### src/hdl/ppd_pkg.sv
// ----------------------------------------------------------------------------
// ppd_pkg
// Shared constants for the pulse peak detector: sample and mean widths.
// ----------------------------------------------------------------------------
package ppd_pkg;

  // Width of one converter sample and of one filtered mean.
  localparam int unsigned SampleW = 10;

  typedef logic [SampleW-1:0] sample_t;

endpackage

### src/hdl/pulse_peak_detector_top.sv
// ----------------------------------------------------------------------------
// pulse_peak_detector_top
// Moving-average peak detector: keeps rings of raw samples and of their means
// in two small synchronous memories and flags the end of each climb.
// ----------------------------------------------------------------------------
// Sequence: once an input item is taken the block updates the sum, multiplies,
// writes the mean, sweeps the mean-ring entries for the comparison, then
// loads the output register, waiting there while the output is stalled.
// Input: no new item is taken until the result is loaded; the sweep runs over
// the single read port of the mean ring.
// Reset: asynchronous and active low; both rings read as zero, the running
// sum, write slot and climb flag are cleared, and no item is pending.
module pulse_peak_detector_top #(
  parameter int unsigned HISTORY_DEPTH = 7
) (
  input  logic                         clk_i,
  input  logic                         rst_ni,
  input  logic                         in_valid_i,
  output logic                         in_stall_o,
  input  logic [ppd_pkg::SampleW-1:0]  sensor_sample_i,
  output logic                         out_valid_o,
  input  logic                         out_stall_i,
  output logic [ppd_pkg::SampleW-1:0]  filtered_value_o,
  output logic                         peak_found_o,
  output logic                         climbing_o
);

  localparam int unsigned SlotW = $clog2(HISTORY_DEPTH);
  localparam int unsigned SumW  = $clog2(HISTORY_DEPTH * ((2 ** ppd_pkg::SampleW) - 1) + 1);
  // Reciprocal scaling: floor(sum * RecipM / 2^RecipK) equals sum / HISTORY_DEPTH
  // because the rounding error stays below 1 / (2 * HISTORY_DEPTH).
  localparam int unsigned RecipK = SumW + $clog2(HISTORY_DEPTH) + 1;
  localparam int unsigned RecipW = RecipK + 1;
  localparam int unsigned RecipM = ((2 ** RecipK) + HISTORY_DEPTH - 1) / HISTORY_DEPTH;
  localparam int unsigned ProdW  = SumW + RecipW;
  localparam logic [SlotW-1:0] LastSlot = SlotW'(HISTORY_DEPTH - 1);

  typedef enum logic [2:0] {
    ST_IDLE,
    ST_SUM,
    ST_MUL,
    ST_MEAN,
    ST_CMP,
    ST_DONE
  } state_e;

  state_e              state_q;
  ppd_pkg::sample_t    sample_q;
  logic [SumW-1:0]     sum_q;
  logic [ProdW-1:0]    prod_q;
  ppd_pkg::sample_t    mean_q;
  logic [SlotW-1:0]    slot_q;
  logic [SlotW-1:0]    cmp_idx_q;
  logic [SlotW-1:0]    cmp_idx_d;
  logic                pass_q;
  logic                climb_q;
  logic                out_valid_q;
  ppd_pkg::sample_t    out_value_q;
  logic                out_peak_q;

  // Ring memories and their per-entry valid bits; an unwritten entry reads zero.
  ppd_pkg::sample_t          raw_mem  [HISTORY_DEPTH];
  ppd_pkg::sample_t          mean_mem [HISTORY_DEPTH];
  logic [HISTORY_DEPTH-1:0]  raw_vld_q;
  logic [HISTORY_DEPTH-1:0]  mean_vld_q;
  ppd_pkg::sample_t          raw_rd_q;
  logic                      raw_rd_vld_q;
  ppd_pkg::sample_t          mean_rd_q;
  logic                      mean_rd_vld_q;

  logic                in_accept;
  logic                out_free;
  logic                raw_we;
  logic                mean_we;
  ppd_pkg::sample_t    raw_old;
  ppd_pkg::sample_t    mean_cmp;
  logic [SumW-1:0]     sum_d;
  logic                cmp_fail;
  logic                pass_final;

  assign in_accept = in_valid_i && !in_stall_o;
  assign in_stall_o = (state_q != ST_IDLE);
  assign out_free  = !out_valid_q || !out_stall_i;
  assign raw_we    = (state_q == ST_SUM);
  assign mean_we   = (state_q == ST_MEAN);

  assign raw_old  = raw_rd_vld_q ? raw_rd_q : '0;
  assign mean_cmp = mean_rd_vld_q ? mean_rd_q : '0;
  assign sum_d    = sum_q - SumW'(raw_old) + SumW'(sample_q);

  // The new mean's own slot is left out of the comparison.
  assign cmp_fail = (cmp_idx_q != slot_q) &&
                    (climb_q ? (mean_q < mean_cmp) : (mean_q <= mean_cmp));
  assign pass_final = pass_q;

  always_comb begin
    cmp_idx_d = cmp_idx_q;
    if (state_q == ST_MEAN) begin
      cmp_idx_d = '0;
    end else if (state_q == ST_CMP && cmp_idx_q != LastSlot) begin
      cmp_idx_d = cmp_idx_q + 1'b1;
    end
  end

  // Raw ring: read the current slot every cycle, written once per item.
  always_ff @(posedge clk_i) begin
    if (raw_we) begin
      raw_mem[slot_q] <= sample_q;
    end
    raw_rd_q <= raw_mem[slot_q];
  end

  // Mean ring: the sweep reads at the next comparison index, so the registered read data lines up with the comparison.
  // The new mean is taken from the product, as mean_q loads on the same edge.
  always_ff @(posedge clk_i) begin
    if (mean_we) begin
      mean_mem[slot_q] <= prod_q[RecipK +: ppd_pkg::SampleW];
    end
    mean_rd_q <= mean_mem[cmp_idx_d];
  end

  always_ff @(posedge clk_i or negedge rst_ni) begin
    if (!rst_ni) begin
      raw_vld_q     <= '0;
      mean_vld_q    <= '0;
      raw_rd_vld_q  <= 1'b0;
      mean_rd_vld_q <= 1'b0;
    end else begin
      if (raw_we) begin
        raw_vld_q[slot_q] <= 1'b1;
      end
      if (mean_we) begin
        mean_vld_q[slot_q] <= 1'b1;
      end
      raw_rd_vld_q  <= raw_vld_q[slot_q];
      mean_rd_vld_q <= mean_vld_q[cmp_idx_d];
    end
  end

  always_ff @(posedge clk_i or negedge rst_ni) begin
    if (!rst_ni) begin
      state_q     <= ST_IDLE;
      sum_q       <= '0;
      slot_q      <= '0;
      cmp_idx_q   <= '0;
      pass_q      <= 1'b0;
      climb_q     <= 1'b0;
      out_valid_q <= 1'b0;
      out_peak_q  <= 1'b0;
      out_value_q <= '0;
    end else begin
      cmp_idx_q <= cmp_idx_d;
      if (out_valid_q && !out_stall_i) begin
        out_valid_q <= 1'b0;
      end
      case (state_q)
        ST_IDLE: begin
          if (in_accept) begin
            state_q <= ST_SUM;
          end
        end
        ST_SUM: begin
          sum_q   <= sum_d;
          state_q <= ST_MUL;
        end
        ST_MUL: begin
          state_q <= ST_MEAN;
        end
        ST_MEAN: begin
          pass_q  <= 1'b1;
          state_q <= ST_CMP;
        end
        ST_CMP: begin
          if (cmp_fail) begin
            pass_q <= 1'b0;
          end
          if (cmp_idx_q == LastSlot) begin
            state_q <= ST_DONE;
          end
        end
        ST_DONE: begin
          if (out_free) begin
            out_valid_q <= 1'b1;
            out_peak_q  <= !pass_final && climb_q;
            climb_q     <= pass_final;
            out_value_q <= mean_q;
            slot_q      <= (slot_q == LastSlot) ? '0 : slot_q + 1'b1;
            state_q     <= ST_IDLE;
          end
        end
        default: begin
          state_q <= ST_IDLE;
        end
      endcase
    end
  end

  // Payload registers without reset.
  always_ff @(posedge clk_i) begin
    if (in_accept) begin
      sample_q <= sensor_sample_i;
    end
    if (state_q == ST_MUL) begin
      prod_q <= ProdW'(sum_q) * ProdW'(RecipM);
    end
    if (state_q == ST_MEAN) begin
      mean_q <= prod_q[RecipK +: ppd_pkg::SampleW];
    end
  end

  assign out_valid_o      = out_valid_q;
  assign filtered_value_o = out_value_q;
  assign peak_found_o     = out_peak_q;
  assign climbing_o       = climb_q;

  // A peak always ends the climb it reports.
  a_peak_clears_climb : assert property (@(posedge clk_i) disable iff (!rst_ni)
    out_valid_o && peak_found_o |-> !climbing_o)
    else $error("peak reported while climb flag still set");

  // An accepted item keeps the block busy on the next cycle.
  a_busy_after_accept : assert property (@(posedge clk_i) disable iff (!rst_ni)
    in_accept |=> in_stall_o)
    else $error("block took no work after accepting an item");

  // The write slot never leaves the ring.
  a_slot_in_range : assert property (@(posedge clk_i) disable iff (!rst_ni)
    slot_q <= LastSlot)
    else $error("write slot out of range");

  // The running sum can never exceed a ring full of maximum samples.
  a_sum_bound : assert property (@(posedge clk_i) disable iff (!rst_ni)
    sum_q <= SumW'(HISTORY_DEPTH * ((2 ** ppd_pkg::SampleW) - 1)))
    else $error("running sum exceeds ring maximum");

  // A new result only appears when the comparison sweep has finished.
  a_result_from_done : assert property (@(posedge clk_i) disable iff (!rst_ni)
    $rose(out_valid_o) |-> $past(state_q == ST_DONE))
    else $error("result issued outside the final step");

endmodule
### config.mk
export PLATFORM = sky130hd
export DESIGN_NAME = pulse_peak_detector_top
export DESIGN_NICKNAME = d
export VERILOG_FILES = /design/src/hdl/ppd_pkg.sv /design/src/hdl/pulse_peak_detector_top.sv
export SDC_FILE = /design/constraint.sdc
export NUM_CORES = 1
export LEC_CHECK = 0
export ABC_AREA = 1
export BUFFER_PORTS_ARGS = -buffer_cell sky130_fd_sc_hd__buf_2
export CORE_UTILIZATION = 33
export DETAILED_ROUTE_END_ITERATION = 8
export PLACE_DENSITY = 0.5
export SLEW_MARGIN = 5
export SYNTH_ARGS = -nofsm -noshare
export SYNTH_HDL_FRONTEND = slang
export SYNTH_SLANG_ARGS = --single-unit
### constraint.sdc
create_clock -name clk_i -period 4.9 [get_ports clk_i]
set_clock_uncertainty 0.15 [all_clocks]
set_input_delay 0.245 -clock clk_i [delete_from_list [all_inputs] [get_ports clk_i]]
set_output_delay 0.245 -clock clk_i [all_outputs]
set_load 0.005 [all_outputs]
# Word level (Yosys, flattened, before mapping)
# Memories as Yosys holds them, arrays and structs flattened. A register that Yosys moved wholly into a read port is not among the register bits.
# Cells that the tools add are included.
[word_totals]
mem_count = 2
in_bits = 14
regBits = 99
mem_bits_rw = 140
[classes]
add_sub_neg = 4
n_mul = 1
bitwise = 2
eq_ne = 13
n_lt_le_gt_ge = 5
reduce_logical = 17
n_mux = 25
[mem_list]
columns = ["memory", "depth", "width", "read_ports", "rd_clocked_by_memory_dff", "wr", "line_no", "source"]
rows = [
  ["mean_mem", 7, 10, 1, 1, 1, "pulse_peak_detector_top.sv:63", "ppd_pkg::sample_t mean_mem [HISTORY_DEPTH];"],
  ["raw_mem", 7, 10, 1, 1, 1, "pulse_peak_detector_top.sv:62", "ppd_pkg::sample_t raw_mem [HISTORY_DEPTH];"],
]
[op_table]
columns = ["op", "n"]
rows = [
  ["$mul A13 B15 Y27 const B", 1],
  ["$mux W10", 2],
  ["$mux W3", 6],
  ["$pmux W3 S6", 1],
  ["$or A7 B7 Y7", 2],
  ["$add A13 B10 Y13", 1],
  ["$sub A13 B10 Y13", 1],
  ["$eq A3 B3 Y1 const B", 4],
  ["$mux W1", 12],
  ["$le A10 B10 Y1", 1],
  ["$lt A10 B10 Y1", 1],
  ["$lt A3 B4 Y1 const B", 2],
  ["$add A3 B1 Y3 const B", 2],
  ["$bmux W1 S3", 2],
  ["$eq A3 B2 Y1 const B", 2],
  ["$logic_and A1 B1 Y1", 6],
  ["$ne A2 B2 Y1 const B", 3],
  ["$logic_not A1 Y1", 4],
  ["$reduce_and A2 Y1", 2],
  ["$demux W1 S3", 1],
  ["$eq A3 B1 Y1 const B", 1],
  ["$ge A3 B1 Y1 const B", 1],
  ["$logic_not A3 Y1", 1],
  ["$ne A3 B3 Y1", 1],
  ["7 further kinds", 7],
]

# Logic depth before layout (Yosys ltp)
# Gate-level depths: netlist of run 1.
[logic_depth]
depth_word = 6
mapped_depth = 20
depth_no_buf = 20

# Least setup slack after synthesis of run 1
# Ideal clock, no wire load.
[synth_timing]
kind = "flip-flop to flip-flop"
from = "register sum_q[10]"
to = "register prod_q[21] (data pin)"
slack_ns = 0.888
arrival_time_ns = 3.609
setup_time_ns = 0.252
path_stages_with_launch = 18
cell_sequence = "dfrtp_1 ha_1 fa_1 fa_1 fa_1 inv_1 fa_1 inv_1 ha_1 nand2_1 nor2_1 inv_1 nor3_1 nand2_1 nand2_1 nand2_1 nand3_1 nand2_1"
[synth_via]
elab_chain_cells = 1
[synth_rtl]
columns = ["element", "line_no", "source"]
rows = [
  ["start, declared", "pulse_peak_detector_top.sv:49", "logic [SumW-1:0] sum_q;"],
  ["start signal, assigned", "pulse_peak_detector_top.sv:163", "sum_q <= sum_d;"],
  ["$mul A13 B15 Y27", "pulse_peak_detector_top.sv:204", "prod_q <= ProdW'(sum_q) * ProdW'(RecipM);"],
  ["end signal, assigned", "pulse_peak_detector_top.sv:204", ""],
  ["end, declared", "pulse_peak_detector_top.sv:50", "logic [ProdW-1:0] prod_q;"],
]
# No other way between the ends.
# A chain may end at the register's enable or synchronous reset.

# Worst setup path after layout of run 1
[layout_timing]
from = "register sum_q[10]"
to = "register prod_q[25] (data pin)"
# Same word-level chain as after synthesis.

==> out/summary.txt, run 1 <==
Critical setup path kind - register to register
Boundary pin count - 28
Final cell count without fillers - 1895
Crit path max fanout - 7
Post-synthesis net count - 1457
Worst Tran Pin Value - 1.13 ns
Unique masters post-synth - 45
Maximum root-to-sink buffer count - 3
Data arrival time at the worst-slack endpoint - 4.43 ns
Average routed wire per standard cell - 15.0 µm
Die outline height - 199 µm
Worst setup startpoint - sum_q[10]$_DFFE_PN0P_
Clock transition at path regs - 0.06 ns
Total die area - 39700 µm²
Synth warn - 0
Relative slew margins - 0.242
Instance count after placement with tap cells included - 1833
Endpoint kind of the worst setup timing path - register
Hold Vio Cnt, Final - 0
Pin count of the biggest net entering global routing - 53
Layout net count - 1510
H-tree Lvls - 1
Area Growth Syn to Fin - 14.2%
Total wirelength of the detailed-routed design - 28400 µm
Status - finished, final reports clean
Fraction of final layout cells sized beyond drive strength 1 - 0.0723
Number of DRC markers in iteration 0 - 621
Number of buffers inserted for hold repair after clock tree synthesis - 13
Number of antenna cells inserted - 0
Multi-input gate area in the final layout - 4990 µm²
Worst hold slack - 0.233 ns
CTS tree - done
Largest cells by area after synthesis - edfxtp_1 40%, dfrtp_1 10%, nand2_1 9.7%
Cell with the most instances after synthesis - nand2_1
Flop-to-flop setup slack - 0.58 ns
Global route total overflow - 0
Setup fix buffers added after clock tree synthesis - 0
Slew Limit Fails - 0
Effective utilization at floorplan - 0.338
Clk_lat worst skew - 0.52 ns
Gp weighted congestion - 0.846
Count of mapped cells out of synthesis - 1311
Flop and latch count out of synthesis - 242
Sinks on Clock Net - 242
Number of resized instances in the post-cts repair step - 0
Worst EP required - 5.01 ns
Via count of the first global-routing pass - 8730
Port bufs - 27
Total Neg Setup Slack - 0 ns
Number of antenna violations at the first check in global routing - 0
Fin crit share - 0.882
Share of synthesized registers carrying an async set or reset - 0.215
CTS buffer count - 27
Start of the worst register-to-register path - sum_q[10]$_DFFE_PN0P_
R2R cell count - 17
Combined flip-flop and latch cell area - 6810 µm²
CTS Root Buffer Type - clkbuf_16
Number of failing setup endpoints in the final timing report - 0
Area fraction of the dominant cell type after synthesis - 0.398
Tightest Hold Check Type - primary input to asynchronous set/reset pin
Pre-antenna DRT Iters - 5
Global-route total usage across every layer - 0.151
Number of nets with antenna violations after routing - 0
Horiz. Die Dim - 199 µm
Area of the mapped netlist - 12800 µm²
Sequential cell area fraction in the yosys report - 0.530
Reg-to-Reg End - prod_q[25]$_DFFE_PP_
Biggest area consumer among synthesized cells - edfxtp_1
Std-Cell Core Area - 37900 µm²
First-pass GRT wire length - 46700 µm
Number of enable flip-flop cells after synthesis - 170
# rows - 71
Max cap viols - 0
Avg Vias per Cell - 4.55
Shortest clock period the worst path allows after layout - 4.32 ns
Fill cell total of the finished layout - 3826
Most frequent cells after synthesis - 331 x nand2_1, 237 x inv_1, 170 x edfxtp_1, 97 x ha_1, 82 x nor2_1
Unrepaired setup endpoints after global routing - false
Top_reg_cell synth - edfxtp_1
HPWL reported at the end of detailed placement - 20600 µm
Peak clock frequency supported by timing - 231 MHz
Total via count in the routed design - 8625
Post-Synthesis Mean Instance Area - 9.79 µm²
Type of element launching the critical path - register
Capture point of the worst path - prod_q[25]$_DFFE_PP_
DRC viols - 0
-- layout by cell type, fill, tap and decap left out, types with 4 or more instances in the layout --
cell type      count
a21oi_1           34
a221oi_1           6
a22oi_1            7
buf_2             27
buf_4             11
bufinv_16          7
clkbuf_16         27
clkinv_1           4
clkinv_2           5
dfrtp_1           52
dfxtp_1           20
dlygate4sd3_1     13
edfxtp_1         170
fa_1              35
ha_1              97
inv_1            237
inv_2              5
nand2_1          331
nand3_1           76
nand4_1           23
nor2_1            82
nor3_1             6
o21a_1             5
o21ai_0           39
o21bai_1           6
o22ai_1            4
or2_2              5
xnor2_1           10
xor2_1             5
-- flip-flops by register name, summed over array words and instances, names as in the netlist --
name,cells
climbing_o,1
out_valid_o,1
raw_vld_q,7
cmp_idx_q,3
sum_q,13
state_q,3
pass_final,1
raw_rd_vld_q,1
prod_q,10
mean_rd_q,10
mean_rd_vld_q,1
raw_mem,70
mean_q,10
mean_vld_q,7
sample_q,10
mean_mem,70
peak_found_o,1
raw_rd_q,10
slot_q,3
filtered_value_o,10
-- kinds of logic after synthesis --
| logic type | Yosys count | synth area share |
|---|---|---|
| buffers and inverters | 270 | 0.0812 |
| adders and majority gates | 132 | 0.149 |
| DFF | 242 | 0.530 |
| AOI/OAI and AO/OA | 116 | 0.0537 |
| and+or+nand+nor | 536 | 0.176 |
| xor gates and xnor gates | 15 | 0.0102 |
-- stage by stage --
stage	cell area (µm²)	worst slack [ns]	util
6_report	14700	0.580	0.387
5_1_grt	14700	0.252	0.387
4_1_cts	14700	0.560	0.387
3_5_place_dp	13600	0.583	0.358
3_3_place_gp	13600	0.627	0.358
2_1_floorplan	12800	0.888	-
-- worst max-delay path, cell delays in order, from the launching register on --
cell and delay [ns]:
dfrtp_1 0.47, ha_1 0.25, fa_1 0.46, fa_1 0.51, fa_1 0.51, inv_1 0.05
fa_1 0.50, inv_1 0.04, ha_1 0.30, nand2_1 0.09, nor2_1 0.10, inv_1 0.06
nor3_1 0.13, nand2_1 0.07, nand2_1 0.15, nand2_1 0.09, nand3_1 0.07, nand2_1 0.06
-- worst min path at each step --
stage | startpoint | to | slack [ns] | cells after the start
after floorplan | rst_ni | climbing_o$_DFFE_PN0P_ | -0.20 | 0
after detailed placement | rst_ni | slot_q[2]$_DFFE_PN0P_ | 0.27 | 2
final | rst_ni | slot_q[2]$_DFFE_PN0P_ | 0.23 | 3
after global placement | rst_ni | slot_q[2]$_DFFE_PN0P_ | 0.27 | 2
after CTS | rst_ni | slot_q[2]$_DFFE_PN0P_ | 0.25 | 3
after global routing | sensor_sample_i[4] | sample_q[4]$_DFFE_PP_ | 0.29 | 2
-- per-layer routing --
| layer | GRT usage | wire [µm] |
|---|---|---|
| met4 | 0.0328 | 438 |
| met2 | 0.253 | 13100 |
| met3 | 0.0213 | 1260 |
| met5 | 0 | 0 |
| met1 | 0.207 | 13600 |
-- cell type report --
cell class                      count  share of cell area
Tap cell                          511              0.0436
Clock buffer                       31              0.0478
Inverter                          243              0.0622
Multi-Input combinational cell    799               0.340
Timing Repair Buffer               51              0.0237
Sequential cell                   242               0.464
Clock inverter                     18              0.0185
Power of run 1 is not shown: default switching activity piles up to over one toggle a cycle in this logic, so the estimate is an artifact.
==> inputs of run 2 (changes only) <==
GPL_TIMING_DRIVEN = 0   (was default)
clock period = 5.33 ns   (was 4.9 ns; I/O delays follow)
==> run 2 against run 1 <==
Global-route usage hardly changed. First-iteration DRC count is 32% lower. Hold slack worse by 0.038 ns. Maximum frequency is 3.0% lower. Worst setup slack better by 0.30 ns. Count of clock-buffer cells in the layout is 5 higher. Non-clock buffer count is 17 higher. Flip-flop and latch count stayed put. Sequential share of layout area is 0.091 points higher. Critical path depth stayed put. Routed wire length is 0.70% higher.
==> out/summary.txt, run 2 (synthesis results as in run 1) <==
Sinks on Clock Net - 242
Total wirelength of the detailed-routed design - 28600 µm
Layout net count - 1526
Number of failing setup endpoints in the final timing report - 0
Total die area - 39700 µm²
Die outline height - 199 µm
Maximum root-to-sink buffer count - 3
Combined flip-flop and latch cell area - 6810 µm²
Most common library cell in the layout ignoring fill and taps - nand2_1
Hold Vio Cnt, Final - 0
Endpoint kind of the worst setup timing path - register
Fin crit share - 0.835
Dpl ws - 0.925 ns
Max cap viols - 0
Placed cell area - 13600 µm²
Status - finished, final reports clean
Data arrival time at the worst-slack endpoint - 4.57 ns
HPWL reported at the end of detailed placement - 21500 µm
Pre-antenna DRT Iters - 5
CTS Root Buffer Type - clkbuf_16
DRC viols - 0
Post-layout worst setup margin - 0.879 ns
Peak clock frequency supported by timing - 225 MHz
Average routed wire per standard cell - 14.9 µm
Clock transition at path regs - 0.06 ns
Multi-input gate area in the final layout - 4990 µm²
Boundary pin count - 28
Relative slew margins - 0.0991
Std-Cell Core Area - 37900 µm²
Unrepaired setup endpoints after global routing - false
Horiz. Die Dim - 199 µm
Pin count of the biggest net entering global routing - 53
Port bufs - 27
Final cell count without fillers - 1911
Start of the worst register-to-register path - sum_q[10]$_DFFE_PN0P_
CTS tree - done
H-tree Lvls - 1
Worst setup startpoint - sum_q[10]$_DFFE_PN0P_
Gp weighted congestion - 0.773
First-pass GRT wire length - 46600 µm
Global-route total usage across every layer - 0.151
Number of antenna violations at the first check in global routing - 0
Number of nets with antenna violations after routing - 0
Global route total overflow - 0
Worst Tran Pin Value - 1.35 ns
Total via count in the routed design - 8627
Type of element launching the critical path - register
Instance count after placement with tap cells included - 1850
Critical setup path kind - register to register
Fill cell total of the finished layout - 3806
Via count of the first global-routing pass - 8877
Avg Vias per Cell - 4.51
# rows - 71
Slew Limit Fails - 0
Clk_lat worst skew - 0.52 ns
Crit path max fanout - 7
CTS buffer count - 26
Shortest clock period the worst path allows after layout - 4.45 ns
Effective utilization at floorplan - 0.338
Tightest Hold Check Type - primary input to asynchronous set/reset pin
Non-Filler Cell Area, Final - 14600 µm²
Commonest non-fill, non-tap cells in the layout - 331 x nand2_1, 237 x inv_1, 170 x edfxtp_1, 97 x ha_1, 82 x nor2_1
Number of antenna cells inserted - 0
Worst EP required - 5.45 ns
Area Growth Syn to Fin - 14.0%
Number of DRC markers in iteration 0 - 423
Fraction of final layout cells sized beyond drive strength 1 - 0.0721
Largest registers in the final layout - mean_mem (70), raw_mem (70), sum_q (13)
Total Neg Setup Slack - 0 ns
-- run 2: cell types whose count changed in the layout (fill, tap and decap cells not counted) --
cell	before	now
buf_2	27	37
nor3_2	1	2
inv_6	0	1
clkbuf_8	1	3
clkbuf_1	3	20
bufinv_16	7	3
buf_6	0	2
clkinv_1	4	3
nor3_1	6	5
clkinv_2	5	4
clkinvlp_4	1	2
buf_4	11	2
clkinv_4	2	0
-- run 2: per-layer routing --
layer	vias to the layer above	track usage	routed length [µm]
met4	0	0.0330	376
met5	-	0	0
met1	4087	0.205	13900
met3	23	0.0169	819
met2	107	0.257	13500
li1	4410	-	-
-- run 2: metrics by stage --
stage,utilization,hold WS [ns]
2_1_floorplan,-,-0.179
3_3_place_gp,0.359,0.288
3_5_place_dp,0.359,0.295
4_1_cts,0.386,0.287
5_1_grt,0.386,0.269
6_report,0.386,0.195
-- run 2: path summary, 6_finish.rpt --
kind / endpoint / slack [ns] / cells after the start
worst max-delay path: prod_q[25]$_DFFE_PP_ / 0.88 / 17
max in group asynchronous: sum_q[9]$_DFFE_PN0P_ / 4.37 / 2
worst min-delay path: slot_q[2]$_DFFE_PN0P_ / 0.20 / 2
min in group clk_i: mean_vld_q[5]$_DFFE_PN0P_ / 0.31 / 2
worst max register to register: prod_q[25]$_DFFE_PP_ / 0.88 / 17
worst min register to register: mean_vld_q[5]$_DFFE_PN0P_ / 0.31 / 2
-- run 2: area by class of cell --
type | instances | share of cell area
plain buffers | 27 | 0.00889
clock buffers | 36 | 0.0505
clock inverters | 12 | 0.00966
inverters | 243 | 0.0623
multi-input cells | 799 | 0.341
flip-flops and latches | 242 | 0.465
well taps | 511 | 0.0437
repair buffers | 41 | 0.0188
-- run 2: repair_timing --
item	4_1_cts	5_1_grt
setup buffers	0	0
hold endpoints to repair	67	0
hold buffers	13	0
gates resized for setup	0	0
-- run 2: critical path: stages, from the launching register on --
cell and delay [ns]:
dfrtp_1 0.50, ha_1 0.27, fa_1 0.47, fa_1 0.50, fa_1 0.52, inv_1 0.05, fa_1 0.49, inv_1 0.04
ha_1 0.30, nand2_1 0.10, nor2_1 0.11, inv_1 0.06, nor3_1 0.14, nand2_1 0.08, nand2_1 0.17, nand2_1 0.10
nand3_1 0.08, nand2_1 0.06
Power of run 2 is left out for the same reason.
==> inputs of run 3 (changes only) <==
ABC_AREA = 0   (was 1)
clock period = 4.5 ns   (was 5.33 ns; I/O delays follow)
==> run 3 against run 2 <==
Register-to-register slack got worse by 0.88 ns. Synthesized cell count fell by 24%. Utilization grew 0.18 points. Area after synthesis is 4.5% lower. Via count shrank 13%. Worst setup slack got worse by 0.88 ns. First-iteration DRC count shrank 14%. Largest cell class unchanged. Highest routed layer unchanged.
==> out/summary.txt, run 3 <==
Max cap viols - 0
Status - finished, final reports clean
Flop and latch count out of synthesis - 242
Number of enable flip-flop cells after synthesis - 170
Boundary pin count - 28
Most common library cell in the layout ignoring fill and taps - edfxtp_1
Flop-to-flop setup slack - 0.0002 ns
Avg Vias per Cell - 4.77
Biggest area consumer among synthesized cells - edfxtp_1
Fraction of final layout cells sized beyond drive strength 1 - 0.160
Unrepaired setup endpoints after global routing - true
Horiz. Die Dim - 195 µm
First-pass GRT wire length - 42900 µm
Gp weighted congestion - 0.746
Largest cells by area after synthesis - edfxtp_1 42%, dfrtp_1 11%, ha_1 9.9%
Shortest clock period the worst path allows after layout - 4.50 ns
Total via count in the routed design - 7466
Clock transition at path regs - 0.06 ns
R2R cell count - 15
Total die area - 37900 µm²
DRC viols - 0
Std-Cell Core Area - 36600 µm²
Total Neg Setup Slack - 0 ns
Unique masters post-synth - 65
Start of the worst register-to-register path - sum_q[12]$_DFFE_PN0P_
Relative slew margins - 0.161
Clk_lat worst skew - 0.55 ns
Crit path max fanout - 3
# rows - 70
Die outline height - 195 µm
Critical setup path kind - register to register
Delay-heaviest family, CP - adder cells
Area Growth Syn to Fin - 15.7%
Pre-antenna DRT Iters - 6
Top_reg_cell synth - edfxtp_1
Layout net count - 1221
Reg-to-Reg End - prod_q[20]$_DFFE_PP_
Worst path slowest cell - fa_1
Chain of cells forming the critical path - ha_4 > fa_1 > fa_1 > fa_1 > inv_2 > fa_1 > inv_2 > ha_4 > nand2_4 > nor4b_4 > a22oi_2 > a41oi_2 > o21a_1 > nor2_1 > xnor2_1
Instance count after placement with tap cells included - 1495
Worst hold slack - 0.133 ns
Area fraction of the dominant cell type after synthesis - 0.416
H-tree Lvls - 1
Top cell by count, worst path - fa_1
Global-route total usage across every layer - 0.142
Largest registers in the final layout - mean_mem (70), raw_mem (70), sum_q (13)
Global route total overflow - 0
Final cell count without fillers - 1564
HPWL reported at the end of detailed placement - 18800 µm
CTS buffer count - 27
Number of failing setup endpoints in the final timing report - 0
Count of mapped cells out of synthesis - 997
Commonest non-fill, non-tap cells in the layout - 170 x edfxtp_1, 114 x nand2_1, 105 x inv_1, 93 x ha_1, 50 x dfrtp_1
WP buf/inv - 2
Post-Synthesis Mean Instance Area - 12.3 µm²
Pin count of the biggest net entering global routing - 53
Tightest Hold Check Type - primary input to asynchronous set/reset pin
Average routed wire per standard cell - 16.5 µm
Worst Tran Pin Value - 1.25 ns
Non-Filler Cell Area, Final - 14200 µm²
Post-synthesis net count - 1143
Worst EP required - 4.64 ns
Via count of the first global-routing pass - 7867
Number of antenna cells inserted - 0
Synth warn - 0
Port bufs - 27
Fill cell total of the finished layout - 3550
Number of DRC markers in iteration 0 - 362
Number of antenna violations at the first check in global routing - 0
Data arrival time at the worst-slack endpoint - 4.64 ns
Number of nets with antenna violations after routing - 0
Most frequent cells after synthesis - 170 x edfxtp_1, 115 x nand2_1, 107 x inv_1, 97 x ha_1, 52 x dfrtp_1
Effective utilization at floorplan - 0.335
Hold Vio Cnt, Final - 0
Area of the mapped netlist - 12300 µm²
Slew Limit Fails - 0
Sinks on Clock Net - 242
Maximum root-to-sink buffer count - 3
Slowest stage delay, CP - 0.56 ns
CTS Root Buffer Type - clkbuf_16
Share of synthesized registers carrying an async set or reset - 0.215
Placed cell area - 13000 µm²
Peak clock frequency supported by timing - 222 MHz
Type of element launching the critical path - register
Total wirelength of the detailed-routed design - 25700 µm
Sequential cell area fraction in the yosys report - 0.555
Cell with the most instances after synthesis - edfxtp_1
Endpoint kind of the worst setup timing path - register
Fin crit share - 1.00
CTS tree - done
-- run 3: cell count changes after synthesis, sizes merged, moves of 12 or more --
cell,change
nand4,-21
nor2,-37
mux2,+19
inv,-134
nand3,-41
and2,+20
mux2i,+12
nand2,-216
-- run 3: per-layer routing --
metal  routed length [µm]  global-route usage  vias up
met5                    0                   0        -
met4                  499              0.0338        0
met3                  794              0.0196       45
met2                12200               0.240       93
met1                12300               0.193     3662
li1                     -                   -     3666
-- run 3: area by class of cell --
cell class,instances,area [µm²],area share
Timing Repair Buffer,49,343,0.0242
Buffer,31,166,0.0117
Clock buffer,39,751,0.0529
Sequential cell,242,6810,0.480
Tap cell,468,586,0.0413
Clock inverter,11,71.3,0.00502
Multi-Input combinational cell,615,5060,0.356
Inverter,109,410,0.0289
-- run 3: worst max-delay path by stage --
stage,cells past startpoint,startpoint,endpoint,slack [ns]
final,15,sum_q[12]$_DFFE_PN0P_,prod_q[20]$_DFFE_PP_,0.0002
after global routing,15,sum_q[12]$_DFFE_PN0P_,prod_q[20]$_DFFE_PP_,-0.17
after CTS,15,sum_q[12]$_DFFE_PN0P_,prod_q[26]$_DFFE_PP_,0.009
after detailed placement,15,sum_q[10]$_DFFE_PN0P_,prod_q[26]$_DFFE_PP_,-0.44
after global placement,15,sum_q[10]$_DFFE_PN0P_,prod_q[26]$_DFFE_PP_,-0.47
after floorplan,14,sum_q[10]$_DFFE_PN0P_,prod_q[21]$_DFFE_PP_,0.08
-- run 3: through the flow --
stage,util,setup slack [ns]
2_1_floorplan,-,0.0758
3_3_place_gp,0.355,-0.472
3_5_place_dp,0.356,-0.440
4_1_cts,0.385,0.00915
5_1_grt,0.388,-0.172
6_report,0.388,0.000234
-- run 3: worst reg2reg max path: stages (launching register included) --
cell     delay, ns
dfrtp_2       0.44
ha_4          0.17
fa_1          0.56
fa_1          0.45
fa_1          0.55
inv_2         0.04
fa_1          0.49
inv_2         0.05
ha_4          0.27
nand2_4       0.06
nor4b_4       0.28
a22oi_2       0.11
a41oi_2       0.26
o21a_1        0.18
nor2_1        0.05
xnor2_1       0.13
-- run 3: timing repair --
action	in CTS	in global routing
buffers inserted	5	1
hold buffers	13	0
pin swaps	10	12
gates resized for setup	18	13
endpoints found under the hold margin	65	0
setup endpoints to repair	9	9
-- run 3: kinds of logic after synthesis --
family | share of synthesized area
mux | 0.0309
fa+ha+maj | 0.156
buf+inv | 0.0470
flops | 0.555
simple gates | 0.105
xor+xnor | 0.0164
compound gates | 0.0900
Power of run 3 is left out for the same reason.
